<file path="config.mk">
export PLATFORM = sky130hd
export DESIGN_NAME = ascs_lane
export DESIGN_NICKNAME = d
export VERILOG_FILES = /design/src/design/ascs_pkg.sv /design/src/design/ascs_lane.sv
export SDC_FILE = /design/constraint.sdc
export NUM_CORES = 2
export LEC_CHECK = 0
export BUFFER_PORTS_ARGS = -buffer_cell sky130_fd_sc_hd__buf_4
export CAP_MARGIN = 20
export CORE_AREA = 2 2 418 213
export CTS_CLUSTER_DIAMETER = 200
export DETAILED_ROUTE_END_ITERATION = 16
export DIE_AREA = 0 0 420 215
export PLACE_DENSITY_LB_ADDON = 0.3
export SYNTH_ARGS = -nofsm -noshare
export SYNTH_HDL_FRONTEND = slang
export SYNTH_SLANG_ARGS = --single-unit
</file>
<file path="constraint.sdc">
create_clock -name clk -period 8.7 [get_ports clk]
set_clock_uncertainty 0.1 [all_clocks]
set_input_delay 0.87 -clock clk [delete_from_list [all_inputs] [get_ports clk]]
set_output_delay 0.87 -clock clk [all_outputs]
set_load 0.01 [all_outputs]
</file>
<file path="src/design/ascs_pkg.sv">
// Shared constants, register codes and the lane control bundle for the
// accelerometer calibrate-and-smooth core. No dependencies.
`timescale 1ns / 1ps
`default_nettype none

package ascs_pkg;

	// Default widths of one sample and of the filter fraction
	localparam int SAMPLE_BITS_DEF = 16;
	localparam int FRAC_BITS_DEF   = 16;

	// Fixed register and counter widths
	localparam int CNT_W      = 10;
	localparam int TRIAL_W    = 11;
	localparam int THR_W      = 36;
	localparam int CFG_DATA_W = 36;
	localparam int CFG_IDX_W  = 2;

	// Register indexes on the configuration channel
	localparam logic [CFG_IDX_W-1:0] REG_FILTER_COEFF    = 2'd0;
	localparam logic [CFG_IDX_W-1:0] REG_STILL_THRESHOLD = 2'd1;
	localparam logic [CFG_IDX_W-1:0] REG_NEEDED_SAMPLES  = 2'd2;
	localparam logic [CFG_IDX_W-1:0] REG_TRIAL_LIMIT     = 2'd3;

	// Reset values of the fixed-width registers
	localparam logic [THR_W-1:0]   THR_RST    = 36'd670761;
	localparam logic [CNT_W-1:0]   NEEDED_RST = 10'd100;
	localparam logic [TRIAL_W-1:0] LIMIT_RST  = 11'd1000;

	// Per-beat control handed to every axis lane
	typedef struct packed {
		logic load;      // sample beat taken, form corrected value
		logic adv2;      // move stage 1 to stage 2
		logic adv3;      // move stage 2 to stage 3
		logic commit;    // update filter, result leaves
		logic ref_load;  // replace the calibration reference
	} lane_ctl_t;

endpackage

`default_nettype wire

</file>
<file path="src/design/ascs_lane.sv">
// One axis lane: offset removal, exponential filter update and squared
// distance from the calibration reference. Depends on ascs_pkg.
`timescale 1ns / 1ps
`default_nettype none

module ascs_lane #(
	parameter int SAMPLE_BITS = ascs_pkg::SAMPLE_BITS_DEF,
	parameter int FRAC_BITS   = ascs_pkg::FRAC_BITS_DEF
) (
	input  logic                              clk,
	input  logic                              arst_n,
	input  ascs_pkg::lane_ctl_t               ctl,
	input  logic signed [SAMPLE_BITS-1:0]     sample,
	input  logic signed [SAMPLE_BITS-1:0]     offset,
	input  logic        [FRAC_BITS:0]         coeff,
	output logic signed [SAMPLE_BITS:0]       corr,
	output logic        [2*(SAMPLE_BITS+2)-1:0] dsq,
	output logic signed [SAMPLE_BITS:0]       smooth
);

	localparam int CORR_W = SAMPLE_BITS + 1;
	localparam int FILT_W = SAMPLE_BITS + 1 + FRAC_BITS;
	localparam int DIFF_W = FILT_W + 1;
	localparam int DH_W   = DIFF_W - FRAC_BITS;
	localparam int C_W    = FRAC_BITS + 1;
	localparam int PH_W   = DH_W + C_W + 1;
	localparam int PL_W   = FRAC_BITS + C_W;
	localparam int R_W    = PH_W + 1;
	localparam int DREF_W = SAMPLE_BITS + 2;
	localparam int DSQ_W  = 2 * DREF_W;

	localparam logic signed [FILT_W-1:0] FILT_MAX = {1'b0, {(FILT_W-1){1'b1}}};
	localparam logic signed [FILT_W-1:0] FILT_MIN = {1'b1, {(FILT_W-1){1'b0}}};

	logic signed [FILT_W-1:0] filt_q;
	logic signed [CORR_W-1:0] ref_q;

	logic signed [CORR_W-1:0] corr_s1, corr_s2, corr_s3;
	logic signed [DH_W-1:0]   dh_s2;
	logic [FRAC_BITS-1:0]     dl_s2;
	logic signed [DREF_W-1:0] dref_s2;
	logic signed [PH_W-1:0]   ph_s3;
	logic [C_W-1:0]           pl_s3;
	logic [DSQ_W-1:0]         dsq_s3;

	logic signed [DIFF_W-1:0] target, diff;
	logic signed [DREF_W-1:0] dref;
	logic signed [C_W:0]      coeff_s;
	logic signed [PH_W-1:0]   ph;
	logic [PL_W-1:0]          pl_full;
	logic signed [DSQ_W-1:0]  dsq_full;
	logic signed [R_W-1:0]    r;
	logic [R_W-FILT_W:0]      r_top;
	logic signed [FILT_W-1:0] filt_n;

	// Stage 2 terms: distance to target in Q.FRAC, distance to reference
	assign target = $signed({corr_s1[CORR_W-1], corr_s1, {FRAC_BITS{1'b0}}});
	assign diff   = target - DIFF_W'(filt_q);
	assign dref   = DREF_W'(ref_q) - DREF_W'(corr_s1);

	// Stage 3 products: coefficient split over the high and low parts of diff
	assign coeff_s  = $signed({1'b0, coeff});
	assign ph       = dh_s2 * coeff_s;
	assign pl_full  = dl_s2 * coeff;
	assign dsq_full = dref_s2 * dref_s2;

	// Commit: add the step and clamp to the filter width
	assign r      = R_W'(filt_q) + R_W'(ph_s3) + $signed({{(R_W-C_W){1'b0}}, pl_s3});
	assign r_top  = r[R_W-1:FILT_W-1];
	always_comb begin
		if ((&r_top) || !(|r_top)) begin
			filt_n = r[FILT_W-1:0];
		end else if (r[R_W-1]) begin
			filt_n = FILT_MIN;
		end else begin
			filt_n = FILT_MAX;
		end
	end

	// Payload stages, advanced by the top-level sequencing
	always_ff @(posedge clk) begin
		if (ctl.load) begin
			corr_s1 <= CORR_W'(sample) - CORR_W'(offset);
		end
		if (ctl.adv2) begin
			corr_s2 <= corr_s1;
			dh_s2   <= diff[DIFF_W-1:FRAC_BITS];
			dl_s2   <= diff[FRAC_BITS-1:0];
			dref_s2 <= dref;
		end
		if (ctl.adv3) begin
			corr_s3 <= corr_s2;
			ph_s3   <= ph;
			pl_s3   <= pl_full[PL_W-1:FRAC_BITS];
			dsq_s3  <= dsq_full;
		end
	end

	// Filter state and calibration reference
	always_ff @(posedge clk or negedge arst_n) begin
		if (!arst_n) begin
			filt_q <= '0;
			ref_q  <= '0;
		end else begin
			if (ctl.commit) begin
				filt_q <= filt_n;
			end
			if (ctl.ref_load) begin
				ref_q <= corr_s3;
			end
		end
	end

	assign corr   = corr_s3;
	assign dsq    = dsq_s3;
	assign smooth = filt_n[FILT_W-1:FRAC_BITS];

endmodule

`default_nettype wire

</file>
==> impl_metrics.json <==
{
  "dp_cells": 5719,
  "cts_buffer_depth": 3,
  "grt.overflow.total": 0,
  "min-delay-path-class": "input pin to async pin",
  "grt_antenna_before_repair": 3,
  "dieArea_um2": 90300,
  "synth_compound_area_share_pct": 6.66,
  "pin_count": 126,
  "cts_buffers": 27,
  "tightest_slew_ns": 1.10,
  "place.gp.congestion": 1.03,
  "syn_to_final_growth_pct": 6.90,
  "synth_flop_cell": "edfxtp_1",
  "cts_tree": "built",
  "htree_levels": 1,
  "postCtsSetupRepairBufs": 0,
  "ys_seq_area_share_pct": 16.0,
  "cp_max_fo": 21,
  "route.met2.wl_um": 42700,
  "cts_root_buffer": "clkbuf_16",
  "drive_gt1_share_pct": 5.69,
  "routedWlPerCell_um": 20.9,
  "yosys_warnings": 0,
  "routed_via_density": 5.36,
  "async_flop_share_pct": 20.7,
  "synth_top_area_share_pct": 38.0,
  "yosys_register_bits": 241,
  "final_cell_count_no_fill": 5771,
  "rsz0062_at_grt": "no",
  "setup_tns_ns": 0,
  "max_freq_mhz": 126,
  "cp.arrival_ns": 8.19,
  "final_common_cell": "inv_1",
  "synth_top_cell_by_area": "fa_1",
  "startpoint_type": "flop",
  "cts_sinks": 241,
  "synth_xor_area_share_pct": 3.58,
  "placementRows": 77,
  "status": "finished, final reports clean",
  "cap_viol_max_count": 0,
  "drt_pass1_iterations": 6,
  "ctsResizeCount": 0,
  "synth_area_leaders": "fa_1, edfxtp_1, ha_1",
  "final_nets": 5855,
  "synth_area_um2": 43800,
  "dr.first_iter.drc_count": 3043,
  "clk_pin_slew_ns": 0.07,
  "netlist_instances": 4526,
  "grt_pass1_wl_um": 190000,
  "fp.dieW_um": 420,
  "synth_cell_types": 82,
  "ant_nets": 0,
  "worst_skew_pair.late_latency_ns": 0.60,
  "wl_met1_um": 59900,
  "drc_errors": 0,
  "top_layer": "met4",
  "cts_hold_buf": 0,
  "synthAdderAreaFrac_pct": 49.6,
  "die_h_um": 215,
  "finalCritPeriodShare_pct": 91.4,
  "syn-num-nets": 5818,
  "vias": 31000,
  "postRouteWirelength_um": 120000,
  "slew_viol_final": 0,
  "finalHoldViolCount": 0,
  "synth-simple-area-share_pct": 12.8,
  "start_util_pct": 50.3,
  "n_fill_cell": 7775,
  "dpl.hpwl_um": 99700,
  "syn_area_per_cell_um2": 9.68,
  "core-area_um2": 87000,
  "path_class": "flop to flop",
  "max-slew-margin-rel_pct": 26.3,
  "yosys-mux-area-fraction_pct": 0.454,
  "grt_pass1_vias": 32000,
  "min_period_ns": 7.95,
  "crit_path_end_kind": "flop",
  "track_usage_pct": 27.7,
  "synth_edf_count": 191,
  "grt_max_degree": 70,
  "synth_top_family_by_area": "adder cells",
  "setup_viol": 0,
  "final_cell_mix": "inv_1, fa_1, nand2_1, ha_1, and2_1",
  "io_buffer_count": 124,
  "dr_wl_met3_um": 16700,
  "cp.required_ns": 8.94
}
## metrics by stage
step / utilization (%) / cell area, um2 / hold slack (ns) / setup WS (ns)
5_1_grt: 53.8 / 46800 / 0.281 / 0.470
4_1_cts: 53.8 / 46800 / 0.260 / 0.953
3_5_place_dp: 52.7 / 45900 / 0.305 / 0.678
3_3_place_gp: 52.7 / 45900 / 0.301 / 0.748
2_1_floorplan: - / 43800 / 0.300 / 1.20
6_report: 53.8 / 46800 / 0.224 / 0.747
## cells in the mapped netlist (all sizes together), types with 4 or more instances
master	n
o21bai	24
o22ai	32
o31ai	5
o41ai	4
o21a	16
nor2	169
xor2	40
o21ai	63
nor3	24
buf	28
o311ai	5
and3	14
edfxtp	191
nand3	28
mux2	15
inv	1091
xnor2	139
a311oi	4
ha	404
nor2b	28
o2111ai	5
a211oi	9
clkbuf	138
a31o	4
or2	4
and2	318
a21boi	12
a31oi	17
nor4	6
a21oi	119
a211o	8
a41o	7
or3	8
nand4	12
a221o	5
nand2b	27
a21o	52
dfrtp	50
fa	832
nand3b	6
nand2	498
o211ai	16
## cell families (layout without fill, tap and decap cells)
group | after synthesis | in the layout
simple gates | 1156 | 1156
mux | 18 | 18
fa+ha+maj | 1236 | 1236
compound gates | 437 | 437
other cells | 1 | 3
flops | 241 | 241
buf+inv | 1258 | 1316
xor+xnor | 179 | 179
## registers in the layout, summed over array words and instances, names as in the netlist, 17 cells and up
name / flops
corr: 17
corr_s1: 17
corr_s2: 17
dh_s2: 18
dref_s2: 18
dsq: 35
filt_q: 33
ph_s3: 36
pl_s3: 17
ref_q: 17
## layout make-up
type	count	area, um2	area share [%]
inverter	1092	4100	8.75
tap	1185	1480	3.17
clock inverter	18	228	0.486
sequential	241	6990	14.9
multi-input combinational	3027	32000	68.3
timing repair buffer	174	1310	2.79
clock buffer	32	714	1.53
antenna	2	5.00	0.0107
## final timing paths
path                              from   endpoint  slack, ns  cells past startpoint
max                         dref_s2[5]    dsq[31]       0.75                     23
min                             arst_n  ref_q[13]       0.22                      1
max reg2reg                 dref_s2[5]    dsq[31]       0.75                     23
min reg2reg                corr_s2[15]   corr[15]       0.32                      0
max in group asynchronous       arst_n  filt_q[3]       7.67                      1
min in group clk           corr_s2[15]   corr[15]       0.32                      0
## worst max-delay path: stages, from the launching register on
cell and delay (ns):
edfxtp_1 0.94, inv_1 0.49, nor2_1 0.46, inv_1 0.12, fa_1 0.51, fa_1 0.51
inv_1 0.04, ha_1 0.28, ha_1 0.28, ha_1 0.28, inv_1 0.06, fa_1 0.48
inv_1 0.04, ha_1 0.30, nor2b_1 0.14, o21ai_0 0.22, a21oi_1 0.15, o221a_2 0.38
a21oi_1 0.50, o2111ai_1 0.30, a221oi_1 0.71, o21bai_1 0.13, a21oi_1 0.20, xnor2_1 0.08
## per-layer routing
layer	global-route usage, %	up-vias
li1	-	13900
met3	11.1	76
met4	2.57	0
met2	33.8	1402
met1	46.1	15600
met5	0	-
Power is not shown: default switching activity piles up to over one toggle a cycle in this logic, so the estimate is an artifact.
