### src/design/ascs_pkg.sv
// Shared constants, register codes and the lane control bundle for the
// accelerometer calibrate-and-smooth core. No dependencies.
`timescale 1ns / 1ps
`default_nettype none

package ascs_pkg;

	// Default widths of one sample and of the filter fraction
	localparam int SAMPLE_BITS_DEF = 16;
	localparam int FRAC_BITS_DEF   = 16;

	// Fixed register and counter widths
	localparam int CNT_W      = 10;
	localparam int TRIAL_W    = 11;
	localparam int THR_W      = 36;
	localparam int CFG_DATA_W = 36;
	localparam int CFG_IDX_W  = 2;

	// Register indexes on the configuration channel
	localparam logic [CFG_IDX_W-1:0] REG_FILTER_COEFF    = 2'd0;
	localparam logic [CFG_IDX_W-1:0] REG_STILL_THRESHOLD = 2'd1;
	localparam logic [CFG_IDX_W-1:0] REG_NEEDED_SAMPLES  = 2'd2;
	localparam logic [CFG_IDX_W-1:0] REG_TRIAL_LIMIT     = 2'd3;

	// Reset values of the fixed-width registers
	localparam logic [THR_W-1:0]   THR_RST    = 36'd670761;
	localparam logic [CNT_W-1:0]   NEEDED_RST = 10'd100;
	localparam logic [TRIAL_W-1:0] LIMIT_RST  = 11'd1000;

	// Per-beat control handed to every axis lane
	typedef struct packed {
		logic load;      // sample beat taken, form corrected value
		logic adv2;      // move stage 1 to stage 2
		logic adv3;      // move stage 2 to stage 3
		logic commit;    // update filter, result leaves
		logic ref_load;  // replace the calibration reference
	} lane_ctl_t;

endpackage

`default_nettype wire

### src/design/ascs_div.sv
// Serial signed-by-unsigned divider, one quotient bit per cycle, result
// truncated toward zero. Depends on ascs_pkg.
`timescale 1ns / 1ps
`default_nettype none

module ascs_div #(
	parameter int SAMPLE_BITS = ascs_pkg::SAMPLE_BITS_DEF
) (
	input  logic                                       clk,
	input  logic                                       arst_n,
	input  logic                                       start,
	input  logic signed [SAMPLE_BITS+ascs_pkg::CNT_W-1:0] dividend,
	input  logic        [ascs_pkg::CNT_W-1:0]          divisor,
	output logic                                       busy,
	output logic                                       done,
	output logic signed [SAMPLE_BITS-1:0]              quotient
);

	localparam int SUM_W  = SAMPLE_BITS + ascs_pkg::CNT_W;
	localparam int CNT_W  = ascs_pkg::CNT_W;
	localparam int STEP_W = $clog2(SUM_W);

	logic                busy_q, fin_q, neg_q;
	logic [STEP_W-1:0]   cnt_q;
	logic [SUM_W-1:0]    quo_q;
	logic [CNT_W-1:0]    rem_q, den_q;

	logic [SUM_W-1:0]    mag;
	logic [CNT_W:0]      trial, rem_n;
	logic                ge;
	logic [SUM_W-1:0]    res;

	// Restoring step on the magnitude
	assign mag   = dividend[SUM_W-1] ? SUM_W'(-dividend) : SUM_W'(dividend);
	assign trial = {rem_q, quo_q[SUM_W-1]};
	assign ge    = trial >= {1'b0, den_q};
	assign rem_n = ge ? trial - {1'b0, den_q} : trial;
	assign res   = neg_q ? -quo_q : quo_q;

	// Control: count the steps, then flag done to hand over the result
	always_ff @(posedge clk or negedge arst_n) begin
		if (!arst_n) begin
			busy_q <= 1'b0;
			fin_q  <= 1'b0;
			cnt_q  <= '0;
		end else begin
			fin_q <= 1'b0;
			if (start) begin
				busy_q <= 1'b1;
				cnt_q  <= '0;
			end else if (busy_q) begin
				if (cnt_q == STEP_W'(SUM_W-1)) begin
					busy_q <= 1'b0;
					fin_q  <= 1'b1;
				end else begin
					cnt_q <= cnt_q + 1'b1;
				end
			end
		end
	end

	// Datapath: shift quotient bits in behind the dividend
	always_ff @(posedge clk) begin
		if (start) begin
			neg_q <= dividend[SUM_W-1];
			quo_q <= mag;
			rem_q <= '0;
			den_q <= divisor;
		end else if (busy_q) begin
			rem_q <= rem_n[CNT_W-1:0];
			quo_q <= {quo_q[SUM_W-2:0], ge};
		end
	end

	assign busy     = busy_q | fin_q;
	assign done     = fin_q;
	assign quotient = res[SAMPLE_BITS-1:0];

endmodule

`default_nettype wire

### src/design/ascs_calib.sv
// Merge stage: adds the lane distances, runs the still-detection
// calibration and holds the X/Y offsets. Depends on ascs_pkg and ascs_div.
`timescale 1ns / 1ps
`default_nettype none

module ascs_calib #(
	parameter int SAMPLE_BITS = ascs_pkg::SAMPLE_BITS_DEF
) (
	input  logic                                   clk,
	input  logic                                   arst_n,
	input  logic                                   commit,
	input  logic signed [SAMPLE_BITS:0]            corr_x,
	input  logic signed [SAMPLE_BITS:0]            corr_y,
	input  logic        [2*(SAMPLE_BITS+2)-1:0]    dsq_x,
	input  logic        [2*(SAMPLE_BITS+2)-1:0]    dsq_y,
	input  logic        [2*(SAMPLE_BITS+2)-1:0]    dsq_z,
	input  logic        [ascs_pkg::THR_W-1:0]      thr,
	input  logic        [ascs_pkg::CNT_W-1:0]      needed,
	input  logic        [ascs_pkg::TRIAL_W-1:0]    limit,
	output logic                                   ref_load,
	output logic                                   calibrating,
	output logic                                   calib_failed,
	output logic                                   busy,
	output logic signed [SAMPLE_BITS-1:0]          offset_x,
	output logic signed [SAMPLE_BITS-1:0]          offset_y
);

	localparam int CNT_W   = ascs_pkg::CNT_W;
	localparam int TRIAL_W = ascs_pkg::TRIAL_W;
	localparam int THR_W   = ascs_pkg::THR_W;
	localparam int SUM_W   = SAMPLE_BITS + CNT_W;
	localparam int DSQ_W   = 2 * (SAMPLE_BITS + 2);
	localparam int D2_W    = DSQ_W + 2;
	localparam int CMP_W   = (D2_W > THR_W) ? D2_W : THR_W;

	logic                     have_ref_q, calib_q, failed_q;
	logic [TRIAL_W-1:0]       trial_q;
	logic [CNT_W-1:0]         still_q;
	logic signed [SUM_W-1:0]  sum_x_q, sum_y_q;
	logic signed [SAMPLE_BITS-1:0] offset_x_q, offset_y_q;

	logic [D2_W-1:0]          d2;
	logic                     still, trial_fire, done_ok, done_fail, div_start;
	logic [TRIAL_W-1:0]       trial_n;
	logic [CNT_W-1:0]         still_n;
	logic signed [SUM_W-1:0]  sum_x_n, sum_y_n;

	logic                     busy_x, busy_y, done_x, done_y;
	logic signed [SAMPLE_BITS-1:0] quo_x, quo_y;

	// Distance test and counter updates for one trial
	always_comb begin
		d2         = D2_W'(dsq_x) + D2_W'(dsq_y) + D2_W'(dsq_z);
		still      = CMP_W'(d2) < CMP_W'(thr);
		trial_n    = (&trial_q) ? trial_q : trial_q + 1'b1;
		still_n    = (still && !(&still_q)) ? still_q + 1'b1 : still_q;
		sum_x_n    = still ? sum_x_q + SUM_W'(corr_x) : sum_x_q;
		sum_y_n    = still ? sum_y_q + SUM_W'(corr_y) : sum_y_q;
		trial_fire = commit && calib_q && have_ref_q;
		done_ok    = still_n >= needed;
		done_fail  = !done_ok && (trial_n >= limit);
		div_start  = trial_fire && done_ok && (still_n != '0);
		ref_load   = commit && calib_q && (!have_ref_q || still);
	end

	// Calibration state
	always_ff @(posedge clk or negedge arst_n) begin
		if (!arst_n) begin
			have_ref_q <= 1'b0;
			calib_q    <= 1'b1;
			failed_q   <= 1'b0;
			trial_q    <= '0;
			still_q    <= '0;
			sum_x_q    <= '0;
			sum_y_q    <= '0;
			offset_x_q <= '0;
			offset_y_q <= '0;
		end else begin
			if (commit && calib_q && !have_ref_q) begin
				have_ref_q <= 1'b1;
			end
			if (trial_fire) begin
				trial_q <= trial_n;
				still_q <= still_n;
				sum_x_q <= sum_x_n;
				sum_y_q <= sum_y_n;
				if (done_ok) begin
					calib_q  <= 1'b0;
					failed_q <= 1'b0;
					if (still_n == '0) begin
						offset_x_q <= '0;
						offset_y_q <= '0;
					end
				end else if (done_fail) begin
					calib_q    <= 1'b0;
					failed_q   <= 1'b1;
					offset_x_q <= '0;
					offset_y_q <= '0;
				end
			end
			// Take the averaged offsets when the dividers finish
			if (done_x) begin
				offset_x_q <= quo_x;
			end
			if (done_y) begin
				offset_y_q <= quo_y;
			end
		end
	end

	ascs_div #(.SAMPLE_BITS(SAMPLE_BITS)) u_div_x (
		.clk      (clk),
		.arst_n   (arst_n),
		.start    (div_start),
		.dividend (sum_x_n),
		.divisor  (still_n),
		.busy     (busy_x),
		.done     (done_x),
		.quotient (quo_x)
	);

	ascs_div #(.SAMPLE_BITS(SAMPLE_BITS)) u_div_y (
		.clk      (clk),
		.arst_n   (arst_n),
		.start    (div_start),
		.dividend (sum_y_n),
		.divisor  (still_n),
		.busy     (busy_y),
		.done     (done_y),
		.quotient (quo_y)
	);

	assign calibrating  = calib_q && !(trial_fire && (done_ok || done_fail));
	assign calib_failed = failed_q || (trial_fire && done_fail);
	assign busy         = busy_x;
	assign offset_x     = offset_x_q;
	assign offset_y     = offset_y_q;

	// Offsets are only averaged once calibration has closed
	a_div_after_calib: assert property (@(posedge clk) disable iff (!arst_n)
		busy_x |-> !calib_q) else $error("divider runs during calibration");

	a_fail_closes: assert property (@(posedge clk) disable iff (!arst_n)
		failed_q |-> !calib_q) else $error("failure flag set while calibrating");

	a_still_le_trial: assert property (@(posedge clk) disable iff (!arst_n)
		TRIAL_W'(still_q) <= trial_q)
		else $error("still count exceeds trial count");

	a_div_pair: assert property (@(posedge clk) disable iff (!arst_n)
		busy_x == busy_y) else $error("X and Y dividers out of step");

endmodule

`default_nettype wire

### config.mk
export PLATFORM = sky130hd
export DESIGN_NAME = ascs_calib
export DESIGN_NICKNAME = d
export VERILOG_FILES = /design/src/design/ascs_pkg.sv /design/src/design/ascs_div.sv /design/src/design/ascs_calib.sv
export SDC_FILE = /design/constraint.sdc
export NUM_CORES = 1
export LEC_CHECK = 0
export BUFFER_PORTS_ARGS = -buffer_cell sky130_fd_sc_hd__buf_2
export CAP_MARGIN = 20
export CORE_ASPECT_RATIO = 1.1
export CORE_MARGIN = 4
export CORE_UTILIZATION = 54
export DETAILED_ROUTE_END_ITERATION = 8
export GPL_TIMING_DRIVEN = 0
export HOLD_SLACK_MARGIN = 0.08
export PLACE_DENSITY = 0.76
export SLEW_MARGIN = 20
export SYNTH_ARGS = -nofsm -noshare
export SYNTH_HDL_FRONTEND = slang
export SYNTH_SLANG_ARGS = --single-unit
### constraint.sdc
create_clock -name clk -period 10.2 [get_ports clk]
set_input_delay 1.53 -clock clk [delete_from_list [all_inputs] [get_ports clk]]
set_output_delay 1.53 -clock clk [all_outputs]
set_load 0.03 [all_outputs]
==> flow_summary.json <==
{
  "power_leakage_nw": 9.84,
  "clockRootBuffer": "clkbuf_16",
  "clock_skew_ps": 25.2,
  "coreArea_um2": 34200,
  "avgSynthCellArea_um2": 8.57,
  "area_growth_pct": 16.1,
  "critPathMaxFanout": 19,
  "vias_per_cell": 5.89,
  "portBuffers": 237,
  "finalSetupTns_ps": 0,
  "worst_pin_slew_ps": 1170,
  "endpoint_kind": "primary output",
  "die_y_um": 203,
  "hold_violations": 0,
  "antenna_found_initial": 3,
  "vias": 17200,
  "fin_area_um2": 21700,
  "drv_slew": 0,
  "path_buf_inv": 6,
  "finalSetupViolations": 0,
  "min_period_ps": 9940,
  "die-area_um2": 37600,
  "clk_pin_slew_ps": 60,
  "grt_usage_pct": 26.5,
  "cap_violations": 0,
  "die_width_um": 185,
  "synth_most_common_cell": "nand2_1",
  "nets": 2874,
  "clock_latency_ps": 530,
  "wire_per_inst_um": 17.6,
  "power.total_mw": 2.74,
  "crit_path_top_delay_cell": "fa_1",
  "num_antenna_cells": 0,
  "yosysSeqAreaShare_pct": 28.8,
  "netlist_instances": 2180,
  "grt_max_degree": 68,
  "clock-sinks": 206,
  "synth-edff-count": 64,
  "place_congestion": 0.918,
  "powerDensity_nw_per_um2": 126,
  "synth_area_um2": 18700,
  "ys_warn_count": 0,
  "drive_gt1_share_pct": 17.0,
  "placed_area_um2": 20500,
  "drtPass1Iterations": 5,
  "outcome": "complete, no violations",
  "synth_top_area_share_pct": 16.2,
  "synth_area_leaders": "dfrtp_1 16%, ha_1 11%, edfxtp_1 10%",
  "h-tree-depth": 1,
  "post-route-period-util_pct": 97.5,
  "hold_class": "reg -> reg",
  "routed_wl_um": 51400,
  "drc": 0,
  "required_ps": 8670,
  "cts_buffers": 22,
  "grt-ovfl-total": 0,
  "start_util_pct": 54.6,
  "place_hpwl_um": 40900,
  "yosys-top-cells-count": "251 x nand2_1, 189 x o21ai_0, 171 x ha_1",
  "grt_pass1_wl_um": 83000,
  "whs_ps": 482,
  "cts_tree": "yes",
  "path_class": "in -> out",
  "ys_types": 85,
  "cts_buffer_depth": 3,
  "synth_flop_cell": "dfrtp_1",
  "holdBufCountCts": 0,
  "postRouteAntennaNets": 0,
  "pin_count": 238,
  "synthArstFlopShare_pct": 59.2,
  "peakVddDrop_v": 0.0000880,
  "grt_pass1_vias": 16800,
  "slew_headroom_pct": 22.0,
  "fillers": 2890,
  "syn_nets": 2594,
  "yosysTopAreaCell": "dfrtp_1",
  "fmax_mhz": 101,
  "ys_ff_latch": 206,
  "arrival_ps": 8410,
  "drt_iter0_drc": 1165,
  "critical_path.startpoint_type": "input pin",
  "num_rows": 71,
  "max_stage_delay_ps": 540,
  "crit_family": "compound AO/OA/AOI/OAI gates"
}
==> cells by family (layout without fill, tap and decap cells) <==
group,count (synthesis),after routing,synth area share [%]
and+or+nand+nor,692,692,18.1
DFF,206,206,28.8
AOI/OAI and AO/OA,592,592,19.6
muxes,73,73,4.06
xor gates and xnor gates,189,189,8.86
buffers and inverters,216,512,4.74
adders and majority gates,212,212,15.8
==> through the flow <==
step / setup WS (ps) / cells / utilization [%]
6_report: 257 / 2914 / 63.4
5_1_grt: -55.6 / 2914 / 63.4
4_1_cts: 14.3 / 2901 / 62.5
3_3_place_gp: -1540 / 2855 / 59.7
2_1_floorplan: 73.5 / 2180 / -
3_5_place_dp: -1750 / 2856 / 59.8
==> sequential cells by signal (all words and copies together) (netlist names) <==
| signal | flops |
|---|---|
| still_q | 10 |
| u_div_x.rem_q | 10 |
| u_div_y.done | 1 |
| sum_x_q | 26 |
| sum_y_q | 26 |
| offset_y | 16 |
| u_div_y.cnt_q | 5 |
| u_div_x.cnt_q | 5 |
| u_div_y.neg_q | 1 |
| u_div_x.busy_q | 1 |
| calib_q | 1 |
| failed_q | 1 |
| u_div_y.rem_q | 10 |
| u_div_x.quo_q | 26 |
| have_ref_q | 1 |
| trial_q | 11 |
| u_div_x.neg_q | 1 |
| u_div_x.done | 1 |
| offset_x | 16 |
| u_div_x.den_q | 10 |
| u_div_y.quo_q | 26 |
| u_div_y.busy_q | 1 |
==> worst min-delay path, cell delays in order, from the launching register on <==
cell and delay [ps]:
dfxtp_1 310, nand2b_1 70, a21oi_1 50
==> cell usage in the layout, fill, tap and decap left out, types with 23 or more instances in the layout <==
| cell | Yosys | final |
|---|---|---|
| nand2b_1 | 57 | 54 |
| a211oi_1 | 29 | 28 |
| dfrtp_1 | 121 | 121 |
| nand3_1 | 45 | 44 |
| a31oi_1 | 25 | 23 |
| xor2_1 | 72 | 72 |
| edfxtp_1 | 64 | 64 |
| xnor2_1 | 117 | 115 |
| o21ai_0 | 189 | 181 |
| nor2_1 | 145 | 142 |
| clkbuf_1 | 52 | 55 |
| buf_4 | 6 | 24 |
| inv_1 | 130 | 127 |
| nand2_1 | 251 | 251 |
| buf_2 | 13 | 244 |
| a21o_1 | 31 | 31 |
| o21a_1 | 27 | 27 |
| nor3_1 | 30 | 29 |
| mux2i_1 | 51 | 50 |
| a21oi_1 | 150 | 143 |
| fa_1 | 41 | 38 |
| nand4_1 | 26 | 26 |
| ha_1 | 171 | 164 |
==> final cells by class <==
class / instances / area, µm² / share of cell area, %
Buffer: 80 / 409 / 1.89
Sequential cell: 206 / 5380 / 24.8
Tap cell: 438 / 548 / 2.53
Clock inverter: 11 / 125 / 0.577
Inverter: 132 / 495 / 2.29
Clock buffer: 29 / 587 / 2.71
Timing Repair Buffer: 260 / 1410 / 6.48
Multi-Input combinational cell: 1758 / 12700 / 58.7
==> power breakdown <==
part	total (mW)	switching, mW	internal (mW)	leakage [nW]
combinational	1.09	0.640	0.451	7.32
sequential	0.848	0	0.848	2.16
clock	0.803	0.342	0.460	0.353
total	2.74	0.982	1.76	9.84
==> path summary, 6_finish.rpt <==
check / end / start / depth (start not counted) / slack, ps
setup / recovery: calibrating / dsq_x[23] / 35 / 260
hold / removal: u_div_y.rem_q[9] / u_div_y.rem_q[9] / 2 / 480
setup reg to reg: u_div_x.quo_q[17] / still_q[0] / 25 / 4790
hold reg to reg: u_div_y.rem_q[9] / u_div_y.rem_q[9] / 2 / 480
max in group asynchronous: sum_x_q[23] / arst_n / 2 / 8560
min in group asynchronous: u_div_y.cnt_q[1] / arst_n / 1 / 920
==> what timing repair did <==
item | CTS | global route
buffers inserted | 7 | 16
pin swaps | 10 | 51
endpoints found under the setup margin | 170 | 9
gates resized for setup | 37 | 49
==> layer usage <==
| layer | routed length [µm] | part of all wire, % | vias up | global-route usage [%] |
|---|---|---|---|---|
| met4 | 1190 | 2.3 | 6 | 6.71 |
| met1 | 21900 | 43 | 8132 | 35.0 |
| li1 | - | - | 8348 | - |
| met2 | 25100 | 49 | 578 | 46.0 |
| met3 | 3160 | 6.1 | 91 | 3.37 |
| met5 | 32 | 0.062 | - | 0 |
No activity file was read; power rests on OpenSTA's default activity.
